`config.mk`:
```
export PLATFORM = sky130hd
export DESIGN_NAME = wiegand_frame_transmitter_top
export DESIGN_NICKNAME = d
export VERILOG_FILES = /design/src/sv/wft_pkg.sv /design/src/sv/wft_frame_build.sv /design/src/sv/wiegand_frame_transmitter_top.sv
export SDC_FILE = /design/constraint.sdc
export NUM_CORES = 1
export LEC_CHECK = 0
export CORE_ASPECT_RATIO = 1.5
export CORE_UTILIZATION = 60
export DETAILED_ROUTE_END_ITERATION = 7
export DONT_BUFFER_PORTS = 1
export PLACE_DENSITY = 0.79
export SYNTH_ARGS = -nofsm -noshare
export SYNTH_HDL_FRONTEND = slang
export SYNTH_HIERARCHICAL = 1
export SYNTH_SLANG_ARGS = --single-unit
```
`constraint.sdc`:
```
create_clock -name clock -period 6.1 [get_ports clock]
set_clock_uncertainty 0.1 [all_clocks]
set_input_delay 0.915 -clock clock [delete_from_list [all_inputs] [get_ports clock]]
set_output_delay 0.915 -clock clock [all_outputs]
set_load 0.1 [all_outputs]
```
`src/sv/wft_pkg.sv`:
```
// ----------------------------------------------------------------------------
// wft_pkg
// Shared types and constants for the Wiegand frame transmitter.
// ----------------------------------------------------------------------------
package wft_pkg;

   localparam int TIMER_BITS_DEFAULT = 20;

   localparam int FRAME_BITS      = 34;
   localparam int CARD_BITS       = 32;
   localparam int SHORT_CARD_BITS = 24;
   localparam int COUNT_BITS      = 6;

   localparam logic [COUNT_BITS-1:0] LONG_FRAME_LEN  = 6'd34;
   localparam logic [COUNT_BITS-1:0] SHORT_FRAME_LEN = 6'd26;

   localparam int PULSE_BITS = 16;
   localparam int GAP_BITS   = 20;
   localparam int CSR_BITS   = 20;
   localparam int CSR_INDEX_BITS = 2;

   localparam logic [PULSE_BITS-1:0] PULSE_RESET = 16'd100;
   localparam logic [GAP_BITS-1:0]   GAP_RESET   = 20'd1000;

   // register indexes
   localparam logic [CSR_INDEX_BITS-1:0] CSR_PULSE_TICKS = 2'd0;
   localparam logic [CSR_INDEX_BITS-1:0] CSR_GAP_TICKS   = 2'd1;
   localparam logic [CSR_INDEX_BITS-1:0] CSR_ACTIVE_HIGH = 2'd2;

   // operation codes
   localparam logic OP_TICK = 1'b0;
   localparam logic OP_SEND = 1'b1;

   typedef struct packed {
      logic                 operation;
      logic [CARD_BITS-1:0] card_data;
      logic                 long_format;
   } req_type;

   typedef struct packed {
      logic data0_line;
      logic data1_line;
      logic busy_res;
      logic frame_done;
      logic send_rejected;
   } rsp_type;

   typedef struct packed {
      logic [FRAME_BITS-1:0] bits;
      logic [COUNT_BITS-1:0] length;
   } frame_type;

endpackage

```
`src/sv/wft_frame_build.sv`:
```
// ----------------------------------------------------------------------------
// wft_frame_build
// Builds a 26- or 34-bit frame with parity, left aligned at bit 33.
// ----------------------------------------------------------------------------
module wft_frame_build (
   input  logic [wft_pkg::CARD_BITS-1:0] card_data,
   input  logic                          long_format,
   output wft_pkg::frame_type            frame
);
   import wft_pkg::*;

   logic [SHORT_CARD_BITS-1:0] short_data;
   logic                       long_even;
   logic                       long_odd;
   logic                       short_even;
   logic                       short_odd;

   assign short_data = card_data[SHORT_CARD_BITS-1:0];

   // long: even over 31..16, odd over 15..0; short: 12/12 split
   assign long_even  = ^card_data[31:16];
   assign long_odd   = ~(^card_data[15:0]);
   assign short_even = ^short_data[23:12];
   assign short_odd  = ~(^short_data[11:0]);

   always_comb begin
      if (long_format) begin
         frame.bits   = {long_even, card_data, long_odd};
         frame.length = LONG_FRAME_LEN;
      end else begin
         frame.bits   = {short_even, short_data, short_odd, 8'h00};
         frame.length = SHORT_FRAME_LEN;
      end
   end

endmodule

```
`src/sv/wiegand_frame_transmitter_top.sv`:
```
// ----------------------------------------------------------------------------
// wiegand_frame_transmitter_top
// Wiegand 26/34-bit transmitter driven by tick and send words.
// ----------------------------------------------------------------------------
// Usage:
//   req_* carries one word per tick or send request (valid/ready). Each
//   accepted word yields exactly one rsp_* word holding the DATA0/DATA1
//   levels, busy, frame-done and rejected flags after that word is handled.
//   A send while a frame is in progress is rejected and does not advance time.
//   The response sits in an output register the cycle after acceptance.
//   Throughput is one word per cycle while req_ready stays high; the frame
//   state and the output register are updated together on acceptance.
//   If the receiver stalls, the output register holds its word and req_ready
//   drops only while that register is full and not being taken.
//   csr_* writes pulse_ticks, gap_ticks and active_high; write only when idle.
//   Reset (synchronous) restores 100/1000/active-low and an idle frame state.
// ----------------------------------------------------------------------------
module wiegand_frame_transmitter_top #(
   parameter int TIMER_BITS = wft_pkg::TIMER_BITS_DEFAULT
) (
   input  logic                               clock,
   input  logic                               reset,
   input  logic                               req_valid,
   output logic                               req_ready,
   input  wft_pkg::req_type                   req_data,
   output logic                               rsp_valid,
   input  logic                               rsp_ready,
   output wft_pkg::rsp_type                   rsp_data,
   input  logic                               csr_we,
   input  logic [wft_pkg::CSR_INDEX_BITS-1:0] csr_index,
   input  logic [wft_pkg::CSR_BITS-1:0]       csr_wdata
);
   import wft_pkg::*;

   localparam logic [32:0] TIMER_MAX_WIDE = (33'd1 << TIMER_BITS) - 33'd1;
   localparam logic [31:0] TIMER_MAX      = TIMER_MAX_WIDE[31:0];
   localparam logic [TIMER_BITS-1:0] TIMER_ONE = TIMER_BITS'(1);

   // zero acts as one tick; saturate at the timer width
   function automatic logic [TIMER_BITS-1:0] timer_load(input logic [31:0] v);
      logic [31:0] t;
      t = v;
      if (t == 32'd0) t = 32'd1;
      if (t > TIMER_MAX) t = TIMER_MAX;
      return t[TIMER_BITS-1:0];
   endfunction

   logic [PULSE_BITS-1:0] pulse_ticks_ff;
   logic [GAP_BITS-1:0]   gap_ticks_ff;
   logic                  active_high_ff;

   logic [FRAME_BITS-1:0] frame_bits_ff, frame_bits_in;
   logic [COUNT_BITS-1:0] bits_left_ff, bits_left_in;
   logic                  in_pulse_ff, in_pulse_in;
   logic [TIMER_BITS-1:0] ticks_left_ff, ticks_left_in;
   logic                  sending_ff, sending_in;

   logic                  rsp_valid_ff;
   rsp_type               rsp_ff, rsp_in;

   frame_type             frame;
   logic                  accept;
   logic                  done;
   logic                  rejected;
   logic [TIMER_BITS-1:0] pulse_load;
   logic [TIMER_BITS-1:0] gap_load;
   logic [TIMER_BITS-1:0] ticks_dec;

   wft_frame_build u_frame (
      .card_data   (req_data.card_data),
      .long_format (req_data.long_format),
      .frame       (frame)
   );

   assign req_ready = !rsp_valid_ff || rsp_ready;
   assign accept    = req_valid && req_ready;
   assign rsp_valid = rsp_valid_ff;
   assign rsp_data  = rsp_ff;

   assign pulse_load = timer_load(32'(pulse_ticks_ff));
   assign gap_load   = timer_load(32'(gap_ticks_ff));
   assign ticks_dec  = (ticks_left_ff != '0) ? ticks_left_ff - TIMER_ONE : ticks_left_ff;

   always_comb begin
      frame_bits_in = frame_bits_ff;
      bits_left_in  = bits_left_ff;
      in_pulse_in   = in_pulse_ff;
      ticks_left_in = ticks_left_ff;
      sending_in    = sending_ff;
      done          = 1'b0;
      rejected      = 1'b0;
      if (req_data.operation == OP_SEND) begin
         if (sending_ff) begin
            rejected = 1'b1;
         end else begin
            frame_bits_in = frame.bits;
            bits_left_in  = frame.length;
            sending_in    = 1'b1;
            in_pulse_in   = 1'b1;
            ticks_left_in = pulse_load;
         end
      end else if (sending_ff) begin
         ticks_left_in = ticks_dec;
         if (ticks_dec == '0) begin
            if (in_pulse_ff) begin
               in_pulse_in   = 1'b0;
               ticks_left_in = gap_load;
            end else begin
               bits_left_in  = (bits_left_ff != '0) ? bits_left_ff - 6'd1 : bits_left_ff;
               frame_bits_in = {frame_bits_ff[FRAME_BITS-2:0], 1'b0};
               if (bits_left_in == '0) begin
                  sending_in    = 1'b0;
                  frame_bits_in = '0;
                  done          = 1'b1;
               end else begin
                  in_pulse_in   = 1'b1;
                  ticks_left_in = pulse_load;
               end
            end
         end
      end
   end

   always_comb begin
      rsp_in.data0_line    = ~active_high_ff;
      rsp_in.data1_line    = ~active_high_ff;
      rsp_in.busy_res      = sending_in;
      rsp_in.frame_done    = done;
      rsp_in.send_rejected = rejected;
      if (sending_in && in_pulse_in) begin
         if (frame_bits_in[FRAME_BITS-1]) rsp_in.data1_line = active_high_ff;
         else                             rsp_in.data0_line = active_high_ff;
      end
   end

   always_ff @(posedge clock) begin
      if (reset) begin
         pulse_ticks_ff <= PULSE_RESET;
         gap_ticks_ff   <= GAP_RESET;
         active_high_ff <= 1'b0;
      end else if (csr_we) begin
         case (csr_index)
            CSR_PULSE_TICKS: pulse_ticks_ff <= csr_wdata[PULSE_BITS-1:0];
            CSR_GAP_TICKS:   gap_ticks_ff   <= csr_wdata[GAP_BITS-1:0];
            CSR_ACTIVE_HIGH: active_high_ff <= csr_wdata[0];
            default: ;
         endcase
      end
   end

   always_ff @(posedge clock) begin
      if (reset) begin
         frame_bits_ff <= '0;
         bits_left_ff  <= '0;
         in_pulse_ff   <= 1'b0;
         ticks_left_ff <= '0;
         sending_ff    <= 1'b0;
         rsp_valid_ff  <= 1'b0;
      end else begin
         if (accept) begin
            frame_bits_ff <= frame_bits_in;
            bits_left_ff  <= bits_left_in;
            in_pulse_ff   <= in_pulse_in;
            ticks_left_ff <= ticks_left_in;
            sending_ff    <= sending_in;
            rsp_valid_ff  <= 1'b1;
         end else if (rsp_ready) begin
            rsp_valid_ff  <= 1'b0;
         end
      end
   end

   always_ff @(posedge clock) begin
      if (accept) rsp_ff <= rsp_in;
   end

   a_done_not_busy: assert property (@(posedge clock) disable iff (reset)
      rsp_valid_ff && rsp_ff.frame_done |-> !rsp_ff.busy_res)
      else $error("frame_done with busy set");

   a_reject_busy: assert property (@(posedge clock) disable iff (reset)
      rsp_valid_ff && rsp_ff.send_rejected |-> rsp_ff.busy_res)
      else $error("send rejected while idle");

   a_sending_bits: assert property (@(posedge clock) disable iff (reset)
      sending_ff |-> bits_left_ff != '0)
      else $error("sending with no bits left");

   a_idle_clear: assert property (@(posedge clock) disable iff (reset)
      !sending_ff |-> frame_bits_ff == '0)
      else $error("idle with frame bits left");

endmodule

```
==> summary.md <==
| Metric | Value |
|---|---|
| Worst reg2reg path depth | 11 |
| Crit Path Class | flop to flop |
| Largest net degree at the start of global routing | 101 |
| Post-placement cell area | 0.00620 mm2 |
| Crit path launch | ticks_left_ff[0] |
| Largest buffer count on any clock path | 2 |
| Worst-Skew Late Latency | 350 ps |
| Slew margin rel. | 24.9% |
| Post-synthesis sequential area ratio | 34.2% |
| Core area | 0.0101 mm2 |
| R2r startpoint | ticks_left_ff[0] |
| Final HPWL DP | 12,300 um |
| Endpoints failing setup | 0 |
| ANT cells | 0 |
| Crit-path cells | inv_1, ha_1, nor3b_1, nand3_1, nor2_1, a2111oi_0, o211a_1, o21ai_1, and3b_1, nor4b_1, xnor2_1 |
| Clock power frac | 31.8% |
| Psw | 0.000593 W |
| Fmax achieved | 217 MHz |
| Initial Utilization | 62.0% |
| Multi-input gate area in the final layout | 0.00381 mm2 |
| Share of cells above drive strength 1 | 8.49% |
| Per-cell routed wire length | 19.5 um |
| Worst setup EP type | flop |
| Maximum fanout along the worst path | 13 |
| Post_cts resized | 0 |
| Num CTS Buffers | 9 |
| Reg2reg end | rsp_data[3] |
| Filler cells | 893 |
| Mapped Cells | 798 |
| CTS tree | yes |
| Flop pwr share | 44.7% |
| RSZ-0062 raised after global routing | no |
| Final nets | 814 |
| Status | finished clean |
| Routability Congestion | 0.941 |
| Max-Cap Viols | 0 |
| GR Util All Layers | 32.6% |
| Root Buffer | clkbuf_16 |
| Top FF cell, synth | dfxtp_1 |
| Yosys Warn Count | 6 |
| Cell Area, Synth | 0.00629 mm2 |
| Dpl cells | 855 |
| Post-synthesis async set-or-reset flop share | 0% |
| Die Y-Extent | 127 um |
| Max H-tree Level | 3 |
| Register area | 0.00215 mm2 |
| Clock transition at path regs | 80 ps |
| Mean Syn Cell Area | 7.88 um2 |
| Netlist cell types | 68 |
| Area delta synth->final | 3.12% |
| Clock Sink Count | 105 |
| First-pass iteration count of the detailed router | 5 |
| Worst hold path class | flop to flop |
| Hold Violations, Final | 0 |
| Die area | 0.0109 mm2 |
| DRC viols | 0 |
| Post-route cell area | 0.00648 mm2 |
| Power Density | 275 mW/mm2 |
| Setup WS pre-CTS | 1680 ps |
| Slowest cell on the critical path | o21ai_1 |
| Vias in the first global route | 5,752 |
| Crit-path max cell delay | 710 ps |
| Crit share post-route | 75.6% |
| Vias per inst | 6.64 |
| First-pass GRT wire length | 28,100 um |
| # port buffers | 0 |
| Critical Path AT | 4600 ps |
| Crit path capture | rsp_data[3] |
| Static leakage | 2.25 nW |
| Iter 0 DRT Violations | 350 |
| Antenna-violating nets left | 0 |
| Internal power | 0.00119 W |
| Total gr overflow | 0 |
| Number of synthesized register bits | 105 |
| Power Total | 0.00178 W |
| Number of flops mapped to enable cells by yosys | 5 |
| Power share of the combinational group | 23.6% |
| Initial antenna violation count | 0 |
| Final setup TNS | 0 ps |
| Max Transition Viols Final | 0 |
| Vias | 5,786 |
| Fin cells | 871 |
| Sw Ratio | 33.2% |
| Min Tclk post-route | 4610 ps |
| Worst-margin pin slew | 1130 ps |
| Peak supply drop | 0.145 mV |
| DRT Wirelength | 17,000 um |
| Flop-to-flop setup slack | 1490 ps |
| Post CTS Setup Buffer Count | 0 |
| I/O pins | 68 |
| Startpoint Class | flop |
| WP data required | 6090 ps |
| Die Width | 85.6 um |
| CTS Hold Buffers Added | 0 |
| Worst setup margin | 1490 ps |
| Rows | 45 |
==> worst max-delay path, delay by kind of cell (launching register included) <==
family,cells,cell delay (ps)
and+or+nand+nor,5,2200
adders and majority gates,1,250
xor gates and xnor gates,1,110
AOI/OAI and AO/OA,3,1180
buffers and inverters,1,130
DFF,1,370
==> per-layer routing <==
layer | vias up | global-route usage, % | part of all wire (%)
met4 | 0 | 18.4 | 4.8
met1 | 2715 | 35.5 | 37
met3 | 65 | 5.75 | 5.2
met5 | - | 0 | 0
li1 | 2784 | - | -
met2 | 222 | 58.7 | 52
==> registers in the layout, summed over array words and instances, names as in the netlist, 5 cells and up <==
name / flops
frame_bits_ff: 34
gap_ticks_ff: 20
ticks_left_ff: 20
pulse_ticks_ff: 16
bits_left_ff: 6
rsp_data: 5
==> how the worst min path moves through the flow <==
stage               slack (ps)         startpoint                end  cells after the start
detailed placement         340  frame_bits_ff[33]  frame_bits_ff[33]                      2
floorplan                  330   frame_bits_ff[0]   frame_bits_ff[0]                      2
finish                     350  frame_bits_ff[33]  frame_bits_ff[33]                      2
CTS                        350  frame_bits_ff[33]  frame_bits_ff[33]                      2
global route               400   gap_ticks_ff[13]   gap_ticks_ff[13]                      2
global placement           340  frame_bits_ff[33]  frame_bits_ff[33]                      2
==> power by group through the flow <==
stage / Clock [W] / Sequential (W) / Combinational, W
floorplan: 0 / 0.000788 / 0.000357
global placement: 0 / 0.000810 / 0.000405
CTS: 0.000575 / 0.000796 / 0.000415
detailed placement: 0 / 0.000811 / 0.000413
global route: 0.000606 / 0.000801 / 0.000462
finish: 0.000567 / 0.000797 / 0.000421
==> layout make-up <==
class | instances | share of cell area [%]
clock buffer | 9 | 3.47
sequential | 105 | 33.2
timing repair buffer | 5 | 0.579
multi-input combinational | 615 | 58.8
inverter | 13 | 0.752
clock inverter | 7 | 0.984
tap | 117 | 2.26
==> per-stage QoR <==
| stage | util [%] | hold slack [ps] |
|---|---|---|
| after detailed placement | 61.1 | 342 |
| after global placement | 61.1 | 337 |
| after CTS | 64.0 | 352 |
| after floorplan | - | 332 |
| final | 64.0 | 353 |
| after global routing | 64.0 | 396 |
==> synthesized netlist by cell type (12+ instances only) <==
| cell | count | area (um2) |
|---|---|---|
| a21oi_1 | 60 | 300 |
| o21ai_0 | 36 | 180 |
| nor2b_1 | 35 | 219 |
| nor4_1 | 19 | 119 |
| nand2_1 | 109 | 409 |
| nand3_1 | 12 | 60.1 |
| a221oi_1 | 41 | 359 |
| nor2_1 | 48 | 180 |
| nor3_1 | 53 | 265 |
| clkbuf_1 | 49 | 184 |
| nand3b_1 | 15 | 113 |
| mux2_2 | 24 | 270 |
| xnor2_1 | 29 | 254 |
| dfxtp_1 | 100 | 2000 |
| inv_1 | 12 | 45.0 |
==> placed cells by master (no fill, tap or decap), types with 24 or more instances in the layout <==
cell and count:
nor2_1 47, mux2_2 24, a21oi_1 60, nor3_1 53
dfxtp_1 100, nand2_1 109, nor2b_1 35, a221oi_1 41
o21ai_0 36, xnor2_1 29
==> kinds of logic after synthesis <==
| logic type | after synthesis | share of synthesized area, % |
|---|---|---|
| xor+xnor | 36 | 5.23 |
| fa+ha+maj | 4 | 0.796 |
| compound gates | 191 | 20.3 |
| other cells | 2 | 0.119 |
| flops | 105 | 34.2 |
| buf+inv | 79 | 5.35 |
| mux | 31 | 5.41 |
| simple gates | 350 | 28.6 |
(Power assumes the default switching activity.)
